===== src/hw/rtl/psu_pkg.sv =====
package psu_pkg;

    localparam int MAX_DEPTH = 16;
    localparam int BUF_W     = MAX_DEPTH + 7;
    localparam int HELD_W    = $clog2(BUF_W + 1);
    localparam int DEPTH_W   = 5;
    localparam int SAMPLE_W  = 17;
    localparam int ROW_W     = 16;
    localparam int CFG_IDX_W = 2;
    localparam int CFG_DATA_W = 16;
    localparam int CNT_W     = 3;

    // register indexes of the configuration port
    localparam logic [CFG_IDX_W-1:0] REG_BIT_DEPTH = 2'd0;
    localparam logic [CFG_IDX_W-1:0] REG_INVERT    = 2'd1;
    localparam logic [CFG_IDX_W-1:0] REG_SIGNED    = 2'd2;
    localparam logic [CFG_IDX_W-1:0] REG_ROW_WIDTH = 2'd3;

    localparam logic [DEPTH_W-1:0] DEPTH_RESET = 5'd8;

    typedef struct packed {
        logic [DEPTH_W-1:0] depth;      // effective depth, 1..MAX_DEPTH
        logic               invert;
        logic               signed_en;
    } cfg_t;

    typedef struct packed {
        logic signed [SAMPLE_W-1:0] sample;
        logic [HELD_W-1:0]          held_left;
        logic [BUF_W-1:0]           buf_left;
    } extract_t;

endpackage


===== src/hw/rtl/packed_sample_unpacker_unit.sv =====
// Channel  | Signals                          | Dir | Width
// ---------+----------------------------------+-----+------------------------
// in       | in_valid, in_stall, data_byte    | in  | 8-bit byte, MSB first
// out      | out_valid, out_stall, sample,    | out | 17-bit signed sample,
//          | row_end, byte_done               |     | 1-bit flags
// cfg      | cfg_write_en, cfg_index, cfg_wdata | in | 2-bit index, 16-bit data
//
// One sample per cycle leaves through the output register while out_stall
// is low; a byte yields up to 8 samples (at depth 1), and a byte that yields
// nothing is absorbed without stalling the input. The next byte is taken in the cycle the
// last sample of the current byte is loaded into the output register.
// rst_n clears the bit buffer, the row count and the configuration (depth 8,
// row width 1). A stall on the output holds extraction and, through it, the
// input; the output register lets a finished sample wait while work goes on.
module packed_sample_unpacker_unit (
    input  logic                                 clk,
    input  logic                                 rst_n,

    input  logic                                 in_valid,
    output logic                                 in_stall,
    input  logic [7:0]                           data_byte,

    output logic                                 out_valid,
    input  logic                                 out_stall,
    output logic signed [psu_pkg::SAMPLE_W-1:0]  sample,
    output logic                                 row_end,
    output logic                                 byte_done,

    input  logic                                 cfg_write_en,
    input  logic [psu_pkg::CFG_IDX_W-1:0]        cfg_index,
    input  logic [psu_pkg::CFG_DATA_W-1:0]       cfg_wdata
);

    // configuration registers
    logic [psu_pkg::DEPTH_W-1:0] bit_depth_reg;
    logic                        invert_reg;
    logic                        signed_reg;
    logic [psu_pkg::ROW_W-1:0]   row_width_reg;

    // bit buffer state: low held_reg bits of buf_reg are valid
    logic [psu_pkg::BUF_W-1:0]   buf_reg, buf_next;
    logic [psu_pkg::HELD_W-1:0]  held_reg, held_next;
    logic [psu_pkg::ROW_W-1:0]   row_cnt_reg, row_cnt_next;
    // active_reg: current byte still has samples to give
    logic                        active_reg, active_next;
    logic [psu_pkg::CNT_W-1:0]   cnt_reg, cnt_next;

    // output register
    logic                                out_valid_reg, out_valid_next;
    logic signed [psu_pkg::SAMPLE_W-1:0] sample_reg;
    logic                                row_end_reg;
    logic                                byte_done_reg;

    psu_pkg::cfg_t     cfg;
    psu_pkg::extract_t ex;

    logic                        slot_free;
    logic                        emit;
    logic                        last;
    logic                        at_row_end;
    logic [psu_pkg::ROW_W-1:0]   row_inc;
    logic [psu_pkg::HELD_W-1:0]  held_after;
    logic [psu_pkg::BUF_W-1:0]   buf_after;
    logic                        take;
    logic [psu_pkg::BUF_W-1:0]   merged_buf;
    logic [psu_pkg::HELD_W-1:0]  merged_held;

    // depth zero acts as 1, anything past the maximum saturates
    always_comb
    begin
        priority if (bit_depth_reg == '0)
        begin
            cfg.depth = psu_pkg::DEPTH_W'(1);
        end
        else if (bit_depth_reg > psu_pkg::DEPTH_W'(psu_pkg::MAX_DEPTH))
        begin
            cfg.depth = psu_pkg::DEPTH_W'(psu_pkg::MAX_DEPTH);
        end
        else
        begin
            cfg.depth = bit_depth_reg;
        end
        cfg.invert    = invert_reg;
        cfg.signed_en = signed_reg;
    end

    psu_extract u_extract (
        .bits_in (buf_reg),
        .held    (held_reg),
        .cfg     (cfg),
        .res     (ex)
    );

    always_comb
    begin
        slot_free  = !out_valid_reg || !out_stall;
        emit       = active_reg && slot_free;
        row_inc    = row_cnt_reg + psu_pkg::ROW_W'(1);
        at_row_end = (row_inc == row_width_reg);

        // a finished row drops whatever bits are still held
        held_after = at_row_end ? '0 : ex.held_left;
        buf_after  = at_row_end ? '0 : ex.buf_left;

        last = at_row_end
            || (held_after < psu_pkg::HELD_W'(cfg.depth))
            || (cnt_reg == psu_pkg::CNT_W'(7));

        in_stall = active_reg && !(emit && last);
        take     = in_valid && !in_stall;

        // state the new byte is appended to
        held_next    = held_reg;
        buf_next     = buf_reg;
        row_cnt_next = row_cnt_reg;
        active_next  = active_reg;
        cnt_next     = cnt_reg;
        if (emit)
        begin
            held_next    = held_after;
            buf_next     = buf_after;
            row_cnt_next = at_row_end ? '0 : row_inc;
            cnt_next     = cnt_reg + psu_pkg::CNT_W'(1);
            if (last)
            begin
                active_next = 1'b0;
            end
        end

        merged_buf  = {buf_next[psu_pkg::BUF_W-9:0], data_byte};
        merged_held = held_next + psu_pkg::HELD_W'(8);
        if (take)
        begin
            buf_next    = merged_buf;
            held_next   = merged_held;
            cnt_next    = '0;
            active_next = (merged_held >= psu_pkg::HELD_W'(cfg.depth));
        end

        out_valid_next = emit || (out_valid_reg && out_stall);
    end

    always_ff @(posedge clk or negedge rst_n)
    begin
        if (!rst_n)
        begin
            bit_depth_reg <= psu_pkg::DEPTH_RESET;
            invert_reg    <= 1'b0;
            signed_reg    <= 1'b0;
            row_width_reg <= psu_pkg::ROW_W'(1);
        end
        else if (cfg_write_en)
        begin
            unique case (cfg_index)
                psu_pkg::REG_BIT_DEPTH: bit_depth_reg <= cfg_wdata[psu_pkg::DEPTH_W-1:0];
                psu_pkg::REG_INVERT:    invert_reg    <= cfg_wdata[0];
                psu_pkg::REG_SIGNED:    signed_reg    <= cfg_wdata[0];
                psu_pkg::REG_ROW_WIDTH: row_width_reg <= cfg_wdata[psu_pkg::ROW_W-1:0];
                default: ;
            endcase
        end
    end

    always_ff @(posedge clk or negedge rst_n)
    begin
        if (!rst_n)
        begin
            buf_reg       <= '0;
            held_reg      <= '0;
            row_cnt_reg   <= '0;
            active_reg    <= 1'b0;
            cnt_reg       <= '0;
            out_valid_reg <= 1'b0;
        end
        else
        begin
            buf_reg       <= buf_next;
            held_reg      <= held_next;
            row_cnt_reg   <= row_cnt_next;
            active_reg    <= active_next;
            cnt_reg       <= cnt_next;
            out_valid_reg <= out_valid_next;
        end
    end

    // result payload, loaded only when a sample is produced
    always_ff @(posedge clk)
    begin
        if (emit)
        begin
            sample_reg    <= ex.sample;
            row_end_reg   <= at_row_end;
            byte_done_reg <= last;
        end
    end

    assign out_valid = out_valid_reg;
    assign sample    = sample_reg;
    assign row_end   = row_end_reg;
    assign byte_done = byte_done_reg;

`ifndef ASSERT_OFF
    // while extracting, there are always enough bits for a full sample
    a_active_has_bits: assert property (@(posedge clk) disable iff (!rst_n)
        active_reg |-> (held_reg >= psu_pkg::HELD_W'(cfg.depth)))
        else $error("extracting without a full sample held");

    // buffer never holds more than its width
    a_held_bound: assert property (@(posedge clk) disable iff (!rst_n)
        held_reg <= psu_pkg::HELD_W'(psu_pkg::BUF_W))
        else $error("bit count past buffer width");

    // end of row always closes the byte's sample run
    a_row_end_done: assert property (@(posedge clk) disable iff (!rst_n)
        (out_valid_reg && row_end_reg) |-> byte_done_reg)
        else $error("row end without byte done");

    // a new byte while busy only lands together with the last sample
    a_take_on_last: assert property (@(posedge clk) disable iff (!rst_n)
        (take && active_reg) |-> (emit && last))
        else $error("byte taken mid-extraction");

    // no more than eight samples come out of one byte
    a_cnt_limit: assert property (@(posedge clk) disable iff (!rst_n)
        (emit && (cnt_reg == psu_pkg::CNT_W'(7))) |-> last)
        else $error("more than eight samples from one byte");
`endif

endmodule


===== src/hw/rtl/psu_extract.sv =====
// Takes the top depth bits of the held bits, applies invert and sign
// extension, and returns the remaining bits.
module psu_extract (
    input  logic [psu_pkg::BUF_W-1:0]  bits_in,
    input  logic [psu_pkg::HELD_W-1:0] held,
    input  psu_pkg::cfg_t              cfg,
    output psu_pkg::extract_t          res
);

    logic [psu_pkg::HELD_W-1:0]    shamt;
    logic [psu_pkg::BUF_W-1:0]     shifted;
    logic [psu_pkg::MAX_DEPTH:0]   mask_wide;
    logic [psu_pkg::MAX_DEPTH-1:0] mask;
    logic [psu_pkg::MAX_DEPTH-1:0] raw;
    logic [psu_pkg::MAX_DEPTH-1:0] val;
    logic [psu_pkg::DEPTH_W-1:0]   dm1;
    logic                          sign_depth;
    logic                          neg;
    logic [psu_pkg::SAMPLE_W-1:0]  ext;
    logic [psu_pkg::HELD_W-1:0]    left;
    logic [psu_pkg::BUF_W-1:0]     keep;

    always_comb
    begin
        shamt     = held - psu_pkg::HELD_W'(cfg.depth);
        shifted   = bits_in >> shamt;
        mask_wide = ((psu_pkg::MAX_DEPTH+1)'(1) << cfg.depth) - (psu_pkg::MAX_DEPTH+1)'(1);
        mask      = mask_wide[psu_pkg::MAX_DEPTH-1:0];
        raw       = shifted[psu_pkg::MAX_DEPTH-1:0] & mask;
        val       = cfg.invert ? (raw ^ mask) : raw;

        // sign extension is only defined for 4, 10 and 12 bit samples
        sign_depth = (cfg.depth == psu_pkg::DEPTH_W'(4))
                  || (cfg.depth == psu_pkg::DEPTH_W'(10))
                  || (cfg.depth == psu_pkg::DEPTH_W'(12));
        dm1 = cfg.depth - psu_pkg::DEPTH_W'(1);
        neg = cfg.signed_en && sign_depth && val[dm1[3:0]];
        ext = {1'b0, val};
        if (neg)
        begin
            ext = ext - (psu_pkg::SAMPLE_W'(1) << cfg.depth);
        end

        left = shamt;
        keep = ~({psu_pkg::BUF_W{1'b1}} << left);

        res.sample    = ext;
        res.held_left = left;
        res.buf_left  = bits_in & keep;
    end

endmodule


===== config.mk =====
export PLATFORM = sky130hd
export DESIGN_NAME = packed_sample_unpacker_unit
export DESIGN_NICKNAME = d
export VERILOG_FILES = /design/src/hw/rtl/psu_pkg.sv /design/src/hw/rtl/packed_sample_unpacker_unit.sv /design/src/hw/rtl/psu_extract.sv
export SDC_FILE = /design/constraint.sdc
export NUM_CORES = 1
export LEC_CHECK = 0
export BUFFER_PORTS_ARGS = -buffer_cell sky130_fd_sc_hd__buf_2
export CORE_MARGIN = 2
export CORE_UTILIZATION = 57
export DETAILED_ROUTE_END_ITERATION = 8
export GPL_TIMING_DRIVEN = 0
export PLACE_DENSITY_LB_ADDON = 0.08
export SLEW_MARGIN = 20
export SYNTH_ARGS = -nofsm -noshare
export SYNTH_HDL_FRONTEND = slang
export SYNTH_SLANG_ARGS = --single-unit
export TNS_END_PERCENT = 20

===== constraint.sdc =====
create_clock -name clk -period 6.35 [get_ports clk]
set_input_delay 0.3175 -clock clk [delete_from_list [all_inputs] [get_ports clk]]
set_output_delay 0.3175 -clock clk [all_outputs]
set_load 0.005 [all_outputs]

==> results.yml <==
outcome:
  status: "complete, no violations"
logic_synthesis:
  synthMuxAreaShare_pct: 15.3
  synth-seq-cells: 91
  ys_seq_area_share_pct: 29.4
  ys.flop_type: "dfrtp_1"
  synthAdderAreaFrac_pct: 6.07
  postSynthCellCount: 913
  synth_compound_area_share_pct: 18.8
  synth_largest_area_cell: "dfrtp_1"
  synth_xor_area_share_pct: 6.46
  synth_fp_nets: 982
  synthesis.area_sq_um: 8080
  synth_top_family_by_area: "simple AND/OR/NAND/NOR gates"
  synth_edf_count: 19
  synth_common_cells: "97 x nand2_1, 70 x dfrtp_1, 68 x o21ai_0, 58 x nor2_1, 54 x mux2_2"
  synth_area_leaders: "dfrtp_1 22%, mux2_2 7.5%, edfxtp_1 7.1%"
  yosys.area.top_type_share_pct: 21.7
  yosysMostFrequentCell: "nand2_1"
  ys_types: 80
  async_flop_share_pct: 79.1
  synth_area_per_cell_sq_um: 8.85
  synthSimpleGateAreaFrac_pct: 19.1
  ys_warn_count: 0
timing:
  post-route-min-period_ps: 6180
  skew_ps: 7.67
  worstMarginPinSlew_ps: 805
  setup_violations: 0
  finalHoldViolations: 0
  slew_headroom_pct: 46.3
  max_clock_freq_ghz: 0.162
  fin_crit_sh_pct: 97.3
  slew_viol_final: 0
floorplan:
  initial_core_util_pct: 58.2
  die_w_microns: 123
  coreArea_sq_um: 13900
  rows: 43
  die_h_microns: 123
  die_area_sq_um: 15100
  io_pins: 52
critical_path:
  cp.required_ps: 6450
  r2r_start: "bit_depth_reg[2]"
  cp.arrival_ps: 6280
  cp-end-kind: "flip-flop"
  cp_max_fo: 19
  cp_common_cell: "mux2_2"
  slowest_delay_ps: 630
  path_delay_family: "compound AO/OA/AOI/OAI gates"
  path_class: "reg2reg"
  r2r_cells: 26
  r2r_slack_ps: 170
  cp_slowest_cell: "fa_2"
  timing.rr.end: "sample[15]"
  start_kind: "flip-flop"
  cp.buffers_inverters: 4
global_routing:
  grt_pass1_wl_microns: 35600
  grt.total_usage_pct: 30.3
  grt_max_degree: 44
  overflow: 0
  antenna_found_initial: 0
  grt_pass1_vias: 6891
route:
  postRouteAntennaNets: 0
  drt_iter0_drc: 553
  first_pass_iters: 5
  num_vias: 7273
  vias_per_cell: 6.21
  wl_per_cell_microns: 19.2
  route.detailed.drc: 0
  wl_microns: 22500
cts:
  clock_sinks: 91
  clk_pin_slew_ps: 70
  clock-root-buffer: "clkbuf_16"
  cts_tree: "yes"
  ctsLongestPathBuffers: 2
  cts_buffers: 9
  cts_htree_levels: 3
  clk_latency_ps: 350
finish:
  antenna_cells: 0
  fin_util_pct: 66.3
  area_delta_synth_final_pct: 13.9
  stdcell_area_sq_um: 9200
  drive_above_1_share_pct: 23.5
  largest_reg_flops: 23
  fill_cells: 1198
  fin_nets: 1056
flow_run:
  cap_violations: 0
min_path:
  hold_path_class: "in2reg"
  min_from: "data_byte[5]"
  whs_endpoint: "buf_reg[5]"
  whs_path_depth: 3
placed_design:
  io_buffers: 51
  place_area_sq_um: 8590
  hpwl_microns: 16900
  gp_congestion: 0.988
-- how the worst max path moves through the flow --
stage	start	endpoint	slack, ps	depth (start not counted)
2_1_floorplan	bit_depth_reg[2]	sample[15]	50	28
3_3_place_gp	bit_depth_reg[2]	sample[13]	-1170	28
3_5_place_dp	bit_depth_reg[2]	sample[13]	-1280	28
4_1_cts	bit_depth_reg[2]	sample[15]	10	26
5_1_grt	bit_depth_reg[2]	sample[14]	-50	27
6_report	bit_depth_reg[2]	sample[15]	170	26
-- final cells by class --
cell class | instances | area [sq um] | share of cell area [%]
multi-input combinational | 742 | 5510 | 59.9
sequential | 91 | 2370 | 25.8
timing repair buffer | 65 | 375 | 4.08
buffer | 57 | 345 | 3.75
clock buffer | 12 | 256 | 2.79
tap | 180 | 225 | 2.45
inverter | 21 | 78.8 | 0.857
clock inverter | 4 | 31.3 | 0.340
-- cells in the final DEF (no fill, tap or decap), types with 10 or more instances in the layout --
master and n:
nand2_1 97, dfrtp_1 70, o21ai_0 67, buf_2 66
nor2_1 57, mux2_2 54, a21oi_1 44, xnor2_1 37
ha_1 36, mux2i_1 31, nor3_1 30, nand3_1 27
clkbuf_1 24, inv_1 19, buf_4 19, edfxtp_1 19
and3_1 16, or3_1 15, xor2_1 15, a21o_1 13
nand2b_1 11, o31ai_1 11, buf_6 10
-- logic make-up (layout without fill, tap and decap cells) --
group | Yosys count | count (layout)
flip-flops | 91 | 91
adder cells (fa/ha/maj) | 38 | 38
multiplexers | 104 | 104
AO/OA/AOI/OAI | 231 | 231
XOR/XNOR | 57 | 57
AND/OR/NAND/NOR | 312 | 312
buffers and inverters | 80 | 159
-- per-layer routing --
metal | global-route usage, % | share of wire [%] | up-vias
li1 | - | - | 3514
met1 | 40.5 | 44 | 3424
met2 | 48.4 | 46 | 281
met3 | 4.75 | 5.8 | 54
met4 | 14.1 | 3.7 | 0
met5 | 0 | 0 | -
-- through the flow --
| step | cells | setup slack, ps | TNS [ps] | hold slack, ps |
|---|---|---|---|---|
| 2_1_floorplan | 913 | 47.8 | 0 | 21.9 |
| 3_3_place_gp | 1144 | -1170 | -8670 | 508 |
| 3_5_place_dp | 1145 | -1280 | -9880 | 341 |
| 4_1_cts | 1164 | 11.6 | 0 | 164 |
| 5_1_grt | 1172 | -45.7 | -72.8 | 179 |
| 6_report | 1172 | 169 | 0 | 166 |
-- worst min-delay path, stage by stage --
cell and delay, ps:
buf_2 70, nand2_1 30, o21ai_0 50
-- what timing repair did --
action,in CTS,in global routing
setup buffers,3,8
cloned,0,1
gates resized for setup,25,25
endpoints found under the hold margin,42,0
pin swaps,3,12
hold buffers,1,0
endpoints found under the setup margin,12,5
Power is left out: the tool's default activity adds up to more than one toggle a clock period on the data nets, which glitch-free logic cannot reach.
